$ cat src/rtl/core/crmn_pkg.sv
package crmn_pkg;

  // geometry limits
  localparam int unsigned MaxColumns = 256;
  localparam int unsigned MaxRows    = 256;
  localparam int unsigned MaxSlices  = 64;
  localparam int unsigned ColW       = $clog2(MaxColumns);
  localparam int unsigned RowW       = $clog2(MaxRows);
  localparam int unsigned SlcW       = $clog2(MaxSlices);

  // fixed point constants
  localparam logic signed [31:0] FactorOne = 32'sh0100_0000;
  localparam logic [40:0]        QuotCap   = 41'h100_0000_0000;
  localparam logic [6:0]         DivSteps  = 7'd87;

  // register indexes
  localparam logic [2:0] RegSizeX    = 3'd0;
  localparam logic [2:0] RegSizeY    = 3'd1;
  localparam logic [2:0] RegSizeZ    = 3'd2;
  localparam logic [2:0] RegComplex  = 3'd3;
  localparam logic [2:0] RegAllowNeg = 3'd4;

  typedef enum logic [1:0] {
    MODE_REF   = 2'd0,
    MODE_MEAS  = 2'd1,
    MODE_SCALE = 2'd2,
    MODE_NONE  = 2'd3
  } mode_e;

  typedef enum logic [1:0] {
    ST_OK          = 2'd0,
    ST_ALL_MISSING = 2'd1,
    ST_NEG_MEAN    = 2'd2,
    ST_ZERO_MEAN   = 2'd3
  } status_e;

  typedef enum logic [3:0] {
    S_IDLE,
    S_DISPATCH,
    S_MUL_A,
    S_MUL_B,
    S_MUL_C,
    S_SQRT,
    S_PREP,
    S_ACC,
    S_JUDGE,
    S_DIV,
    S_DIV_END,
    S_EMIT
  } state_e;

  typedef struct packed {
    logic [8:0] size_x;
    logic [8:0] size_y;
    logic [6:0] size_z;
    logic       complex_samples;
    logic       allow_negative_mean;
  } cfg_t;

  typedef struct packed {
    logic load;
    logic mul_re;
    logic mul_im;
    logic take_a;
    logic take_b;
    logic sqrt_step;
    logic prep;
    logic acc;
    logic judge_fix;
    logic div_start;
    logic div_step;
    logic div_end;
    logic emit;
  } cmd_t;

  typedef struct packed {
    mode_e mode;
    logic  last;
    logic  complex_samples;
    logic  sqrt_last;
    logic  judge_ok;
    logic  div_last;
    logic  out_free;
  } sts_t;

endpackage

$ cat src/rtl/core/crmn_ctrl.sv
module crmn_ctrl (
  input  logic          clk_i,
  input  logic          rst_ni,
  input  logic          in_valid_i,
  output logic          in_ready_o,
  input  crmn_pkg::sts_t sts_i,
  output crmn_pkg::cmd_t cmd_o
);
  import crmn_pkg::*;

  state_e state_q, state_d;

  // state register
  always_ff @(posedge clk_i or negedge rst_ni) begin
    if (!rst_ni) begin
      state_q <= S_IDLE;
    end else begin
      state_q <= state_d;
    end
  end

  // next state
  always_comb begin
    state_d = state_q;
    unique case (state_q)
      S_IDLE:     if (in_valid_i) state_d = S_DISPATCH;
      S_DISPATCH: begin
        unique case (sts_i.mode)
          MODE_NONE:  state_d = S_IDLE;
          MODE_SCALE: state_d = S_MUL_A;
          default:    state_d = sts_i.complex_samples ? S_MUL_A : S_PREP;
        endcase
      end
      S_MUL_A:    state_d = S_MUL_B;
      S_MUL_B:    state_d = S_MUL_C;
      S_MUL_C:    state_d = (sts_i.mode == MODE_SCALE) ? S_EMIT : S_SQRT;
      S_SQRT:     if (sts_i.sqrt_last) state_d = S_PREP;
      S_PREP:     state_d = S_ACC;
      S_ACC:      state_d = (sts_i.mode == MODE_MEAS && sts_i.last) ? S_JUDGE : S_IDLE;
      S_JUDGE:    state_d = sts_i.judge_ok ? S_DIV : S_EMIT;
      S_DIV:      if (sts_i.div_last) state_d = S_DIV_END;
      S_DIV_END:  state_d = S_EMIT;
      S_EMIT:     if (sts_i.out_free) state_d = S_IDLE;
      default:    state_d = S_IDLE;
    endcase
  end

  // command strobes
  always_comb begin
    cmd_o      = '0;
    in_ready_o = 1'b0;
    unique case (state_q)
      S_IDLE: begin
        in_ready_o  = 1'b1;
        cmd_o.load  = in_valid_i;
      end
      S_MUL_A:   cmd_o.mul_re = 1'b1;
      S_MUL_B: begin
        cmd_o.mul_im = 1'b1;
        cmd_o.take_a = 1'b1;
      end
      S_MUL_C:   cmd_o.take_b = 1'b1;
      S_SQRT:    cmd_o.sqrt_step = 1'b1;
      S_PREP:    cmd_o.prep = 1'b1;
      S_ACC:     cmd_o.acc = 1'b1;
      S_JUDGE: begin
        cmd_o.div_start = sts_i.judge_ok;
        cmd_o.judge_fix = !sts_i.judge_ok;
      end
      S_DIV:     cmd_o.div_step = 1'b1;
      S_DIV_END: cmd_o.div_end = 1'b1;
      S_EMIT:    cmd_o.emit = sts_i.out_free;
      default:   cmd_o = '0;
    endcase
  end

endmodule

$ cat config.mk
export PLATFORM = sky130hd
export DESIGN_NAME = crmn_ctrl
export DESIGN_NICKNAME = d
export VERILOG_FILES = /design/src/rtl/core/crmn_pkg.sv /design/src/rtl/core/crmn_ctrl.sv
export SDC_FILE = /design/constraint.sdc
export NUM_CORES = 1
export LEC_CHECK = 0
export ABC_AREA = 1
export BUFFER_PORTS_ARGS = -buffer_cell sky130_fd_sc_hd__clkbuf_2
export CAP_MARGIN = 25
export CORE_AREA = 2 2 39 41
export CTS_BUF_LIST = sky130_fd_sc_hd__clkbuf_4 sky130_fd_sc_hd__clkbuf_8 sky130_fd_sc_hd__clkbuf_16
export CTS_CLUSTER_DIAMETER = 60
export DETAILED_ROUTE_END_ITERATION = 10
export DIE_AREA = 0 0 41 43
export GPL_TIMING_DRIVEN = 0
export PLACE_DENSITY = 0.69
export SETUP_SLACK_MARGIN = 0.4
export SYNTH_ARGS = -nofsm -noshare
export SYNTH_HDL_FRONTEND = slang
export SYNTH_SLANG_ARGS = --single-unit
$ cat constraint.sdc
create_clock -name clk_i -period 2.25 [get_ports clk_i]
set_input_delay 0.45 -clock clk_i [delete_from_list [all_inputs] [get_ports clk_i]]
set_output_delay 0.45 -clock clk_i [all_outputs]
set_load 0.03 [all_outputs]
==> results of run 1 <==
## cell type report
class / count / area, µm²
fill: 156 / 736
multi-input combinational: 51 / 285
timing repair buffer: 26 / 140
sequential: 4 / 105
inverter: 18 / 67.6
clock buffer: 3 / 22.5
tap: 16 / 20.0
buffer: 1 / 7.51
## routing by layer
| layer | up-vias | routed length, µm |
|---|---|---|
| met5 | - | 0 |
| met4 | 0 | 0 |
| met3 | 0 | 55 |
| met2 | 14 | 599 |
| met1 | 227 | 477 |
| li1 | 287 | - |
## cells in the mapped netlist
cell type,count
nand3_1,6
o21ai_0,4
nor3_1,4
o2bb2ai_1,1
nand2_1,13
inv_1,17
buf_4,1
nor2_1,11
nor2_2,4
nand3_2,2
dfrtp_1,4
nand4_1,1
nand2_2,1
inv_2,1
a21oi_2,1
o21ai_2,2
nand3b_1,1
## kinds of logic after synthesis
| kind of cell | Yosys count | share of synthesized area (%) |
|---|---|---|
| compound gates | 8 | 12.6 |
| buf+inv | 19 | 17.2 |
| flops | 4 | 23.0 |
| simple gates | 43 | 47.1 |
## cell usage in the layout (no fill, tap or decap), drive strengths merged
cell and n:
nor3 4, buf 5, o2bb2ai 1, a21oi 1, inv 18, nor2 15, clkbuf 25, o21ai 6
nand3b 1, nand3 8, dfrtp 4, nand2 14, nand4 1
## metrics by stage
stage	total power [mW]	util, %	instances
after floorplan	0.618	-	74
after global placement	0.761	42.0	114
after detailed placement	0.769	42.0	114
after CTS	0.886	44.5	117
after global routing	1.01	46.8	119
final	0.925	46.8	119
## worst max-delay path by stage
stage / slack [ns] / to / depth (start not counted)
final: 0.48 / cmd_o[10] / 4
after floorplan: 0.40 / cmd_o[0] / 4
after global placement: 0.61 / cmd_o[3] / 5
after global routing: 0.39 / cmd_o[3] / 5
after detailed placement: 0.57 / cmd_o[0] / 5
after CTS: 0.39 / cmd_o[0] / 5
## power breakdown
| part | internal (mW) | leakage, nW | switching (mW) |
|---|---|---|---|
| combinational | 0.212 | 0.334 | 0.437 |
| clock | 0.0596 | 0.0138 | 0.0277 |
| sequential | 0.118 | 0.0453 | 0.0713 |
| total | 0.389 | 0.393 | 0.536 |
## repair_timing
| item | CTS | global route |
|---|---|---|
| setup buffers | 0 | 2 |
| setup endpoints to repair | 5 | 8 |
| gates resized for setup | 3 | 10 |
| pin swaps | 0 | 2 |
==> impl_results.md, run 1 <==
- Htree depth: 1
- Hold Path Class: in -> async
- Post-synthesis sequential area ratio: 23.0%
- Reg-to-reg critical path endpoint: state_q[1]
- Initial antenna violation count: 0
- Yosys top cell by area: dfrtp_1
- Leak Pwr: 0.393 nW
- WHS: 0.0169 ns
- First-pass GRT wire length: 1610 µm
- Average cell area after synthesis: 5.88 µm²
- Via count: 528
- Clock buffer depth: 2
- F_max: 0.564 GHz
- Die Ht: 43 µm
- Tmin final: 1.77 ns
- Post-DP HPWL: 939 µm
- Ant. Diodes: 0
- Boundary Pins: 25
- CTS tree: yes
- 1st-iter DRT viols: 8
- Crit path cell chain: nand2_2 > nor3_2 > buf_4 > clkbuf_2
- Reg-to-reg critical path startpoint: state_q[2]
- Routed vias/inst: 4.44
- Sinks on Clock Net: 4
- Largest delay contributor family on the critical path: flip-flops
- Residual DRC count: 0
- Maxcap violations: 0
- RSZ-0062 raised after global routing: true
- YS warnings: 0
- Fin. max-slew vios: 0
- Setup WS post-layout: 0.476 ns
- Setup violators final: 0
- Origin of the worst setup path: state_q[1]
- Antenna-violating nets left: 0
- Pre-CTS WS: 0.568 ns
- Final worst-path cycle share: 78.8%
- Top flop regs: state_q x4
- DR pass1 iterations: 4
- CP Max Fanout: 5
- Final Hold Fails: 0
- Global-route track usage on met3: 1.57%
- Nets: 116
- Pin count of the biggest net entering global routing: 7
- Cell count after synthesis: 74
- CP endpoint kind: primary output
- Reg2Reg Depth: 7
- TNS Setup: 0 ns
- Clk_lat worst skew: 0.23 ns
- Root buffer cell: clkbuf_4
- I/O Buffers: 24
- Clock-pin slew on the worst setup and hold paths: 0.04 ns
- Crit path launch type: flop
- Yosys top cell area share: 23.0%
- DIE WIDTH: 41 µm
- Count of cell types in the netlist: 17
- Slew headroom: 83.9%
- Biggest register: state_q
- Synthesized Nets: 85
- Drt total wl: 1130 µm
- Slowest cell on crit path: dfrtp_2
- Crit path buffers/inverters: 2
- Status: finished clean
- Pwr Density: 1430 nW/µm²
- Overflow after GRT: 0
- Critical Path Max Stage Delay: 0.42 ns
- Measured slew at the worst slew-check pin: 0.239 ns
- Die area: 1760 µm²
- Grt peak-use layer: met2
- Global Route Usage Sum: 13.8%
- Area grow syn2layout: 48.9%
- WL/cell: 9.51 µm
- Largest register FFs: 4
- Placed inst area: 581 µm²
- Site Rows: 14
- Critical path class: reg -> out
- Grt met2 use: 21.6%
- Syn Std Cell Area: 435 µm²
- Final Wtd Congestion: 0.777
- Hold buffers post-CTS: 0
- Met1 Use GR: 16.3%
- Fraction of layout cells with a size suffix above 1: 46.6%
- Skew final: 0.00133 ns
- Seq cells post-synth: 4
- R2r setup slk: 0.99 ns
- Design Area, Final: 648 µm²
- Initial Util: 31.5%
- Max VDD drop: 0.584 mV
- Vias in the first global route: 440
- CP required: 1.80 ns
- Core area: 1380 µm²
- Synth top area cells: dfrtp_1 (23%), inv_1 (15%), nand2_1 (11%)
- CTS Buf Count: 3
- Crit path DAT: 1.32 ns
No activity file was read; power rests on OpenSTA's default activity.
==> run 2: changes to the inputs <==
- clock period: 2.25 -> 1.7 ns (I/O delays scaled with it)
==> impl_results.md, run 2 (synthesized netlist as in run 1, its figures left out) <==
- Boundary Pins: 25
- DR pass1 iterations: 4
- Initial Util: 31.5%
- Core area: 1380 µm²
- Die Ht: 43 µm
- Highest metal used: met4
- Final Wtd Congestion: 0.868
- Maxcap violations: 0
- Area grow syn2layout: 142%
- F_max: 0.611 GHz
- Critical path class: reg -> out
- Sw Ratio: 51.9%
- Met1 wire length: 768 µm
- CP required: 1.36 ns
- Met3 Wirelength: 91 µm
- Post-DP HPWL: 972 µm
- Site Rows: 14
- Leak Pwr: 0.530 nW
- Nets: 134
- Max VDD drop: 1.11 mV
- Die area: 1760 µm²
- Crit path launch type: flop
- Status: finished clean
- CP endpoint kind: primary output
- Largest register FFs: 4
- Overflow after GRT: 0
- Sinks on Clock Net: 4
- 1st-iter DRT viols: 10
- DIE WIDTH: 41 µm
- Skew final: 0.00318 ns
- P_int: 1.02 mW
- Clock buffer depth: 2
- Root buffer cell: clkbuf_4
- TNS Setup: 0 ns
- First-pass GRT wire length: 2870 µm
- Pwr Density: 2000 nW/µm²
- Drt total wl: 1810 µm
- Clock-pin slew on the worst setup and hold paths: 0.04 ns
- WL/cell: 13.2 µm
- Fraction of layout cells with a size suffix above 1: 75.2%
- Global Route Usage Sum: 23.8%
- Htree depth: 1
- Clock Power Share: 5.9%
- Top flop regs: state_q x4
- Fin. max-slew vios: 0
- Residual DRC count: 0
- Via count: 667
- Met2 WL: 929 µm
- CTS tree: yes
- Setup violators final: 0
- Commonest cells after routing, fill and taps aside: buf_4 (15), clkbuf_2 (10)
- Measured slew at the worst slew-check pin: 0.323 ns
- Final worst-path cycle share: 96.3%
- CTS Buf Count: 3
- Pin count of the biggest net entering global routing: 6
- I/O Buffers: 24
- Hold Path Class: in -> reg
- Commonest non-fill, non-tap cell in the layout: buf_4
- Sequential power share: 12.9%
- Combinational share of power: 81.2%
- Slew headroom: 78.2%
- RSZ-0062 raised after global routing: true
- Sw power: 1.09 mW
- Initial antenna violation count: 0
- Biggest register: state_q
- Ant. Diodes: 0
- Tmin final: 1.64 ns
- Final Hold Fails: 0
- Post-layout util: 76.1%
- CP Max Fanout: 4
- Routed vias/inst: 4.87
- Clk_lat worst skew: 0.24 ns
- Vias in the first global route: 680
- Antenna-violating nets left: 0
- Crit path DAT: 1.30 ns
==> run 2: area by class of cell <==
type	count	area, µm²
repair buffers	44	410
multi-input cells	51	407
fillers	90	330
flip-flops and latches	4	105
inverters	18	77.6
clock buffers	3	22.5
well taps	16	20.0
plain buffers	1	11.3
==> run 2: per-layer routing <==
metal / up-vias / GRT usage [%]
met1: 314 / 29.3
met3: 4 / 8.38
met2: 23 / 37.5
li1: 326 / -
met4: 0 / 6.67
met5: - / 0
==> run 2: per-stage QoR <==
step	power (mW)	hold slack, ns	std cells	setup WS, ns	instance area [µm²]
floorplan	0.935	0.0444	74	0.241	508
global placement	1.13	0.145	114	0.138	648
detailed placement	1.13	0.148	114	0.138	648
CTS	1.80	0.403	133	0.0789	967
global route	2.24	0.409	137	0.00145	1050
finish	2.11	0.395	137	0.0632	1050
==> run 2: repair_timing <==
| item | CTS | global route |
|---|---|---|
| hold endpoints to repair | 4 | 0 |
| pin swaps | 8 | 5 |
| buffers inserted | 15 | 4 |
| endpoints found under the setup margin | 17 | 17 |
| resized for setup | 52 | 20 |
| hold buffers | 1 | 0 |
==> run 2: worst paths after layout <==
| kind | cells past startpoint | start | to | slack [ns] |
|---|---|---|---|---|
| max | 5 | state_q[0] | cmd_o[4] | 0.06 |
| min | 3 | in_valid_i | state_q[0] | 0.39 |
| max reg2reg | 12 | state_q[1] | state_q[1] | 0.25 |
| min reg2reg | 3 | state_q[1] | state_q[2] | 0.73 |
| max in group asynchronous | 2 | rst_ni | state_q[2] | 1.13 |
| min in group asynchronous | 2 | rst_ni | state_q[1] | 0.44 |
==> run 2: power by group through the flow <==
| stage | Combinational [mW] | Sequential, mW | Clock (mW) |
|---|---|---|---|
| final | 1.71 | 0.273 | 0.124 |
| after global routing | 1.82 | 0.283 | 0.137 |
| after CTS | 1.40 | 0.268 | 0.123 |
| after detailed placement | 0.902 | 0.231 | 0 |
| after global placement | 0.901 | 0.231 | 0 |
| after floorplan | 0.718 | 0.217 | 0 |
==> run 2: worst max-delay path: stages (launching register included) <==
cell and delay [ns]:
dfrtp_2 0.45, nor2_4 0.19, buf_4 0.15, nand3_4 0.07, inv_2 0.06, clkbuf_8 0.14
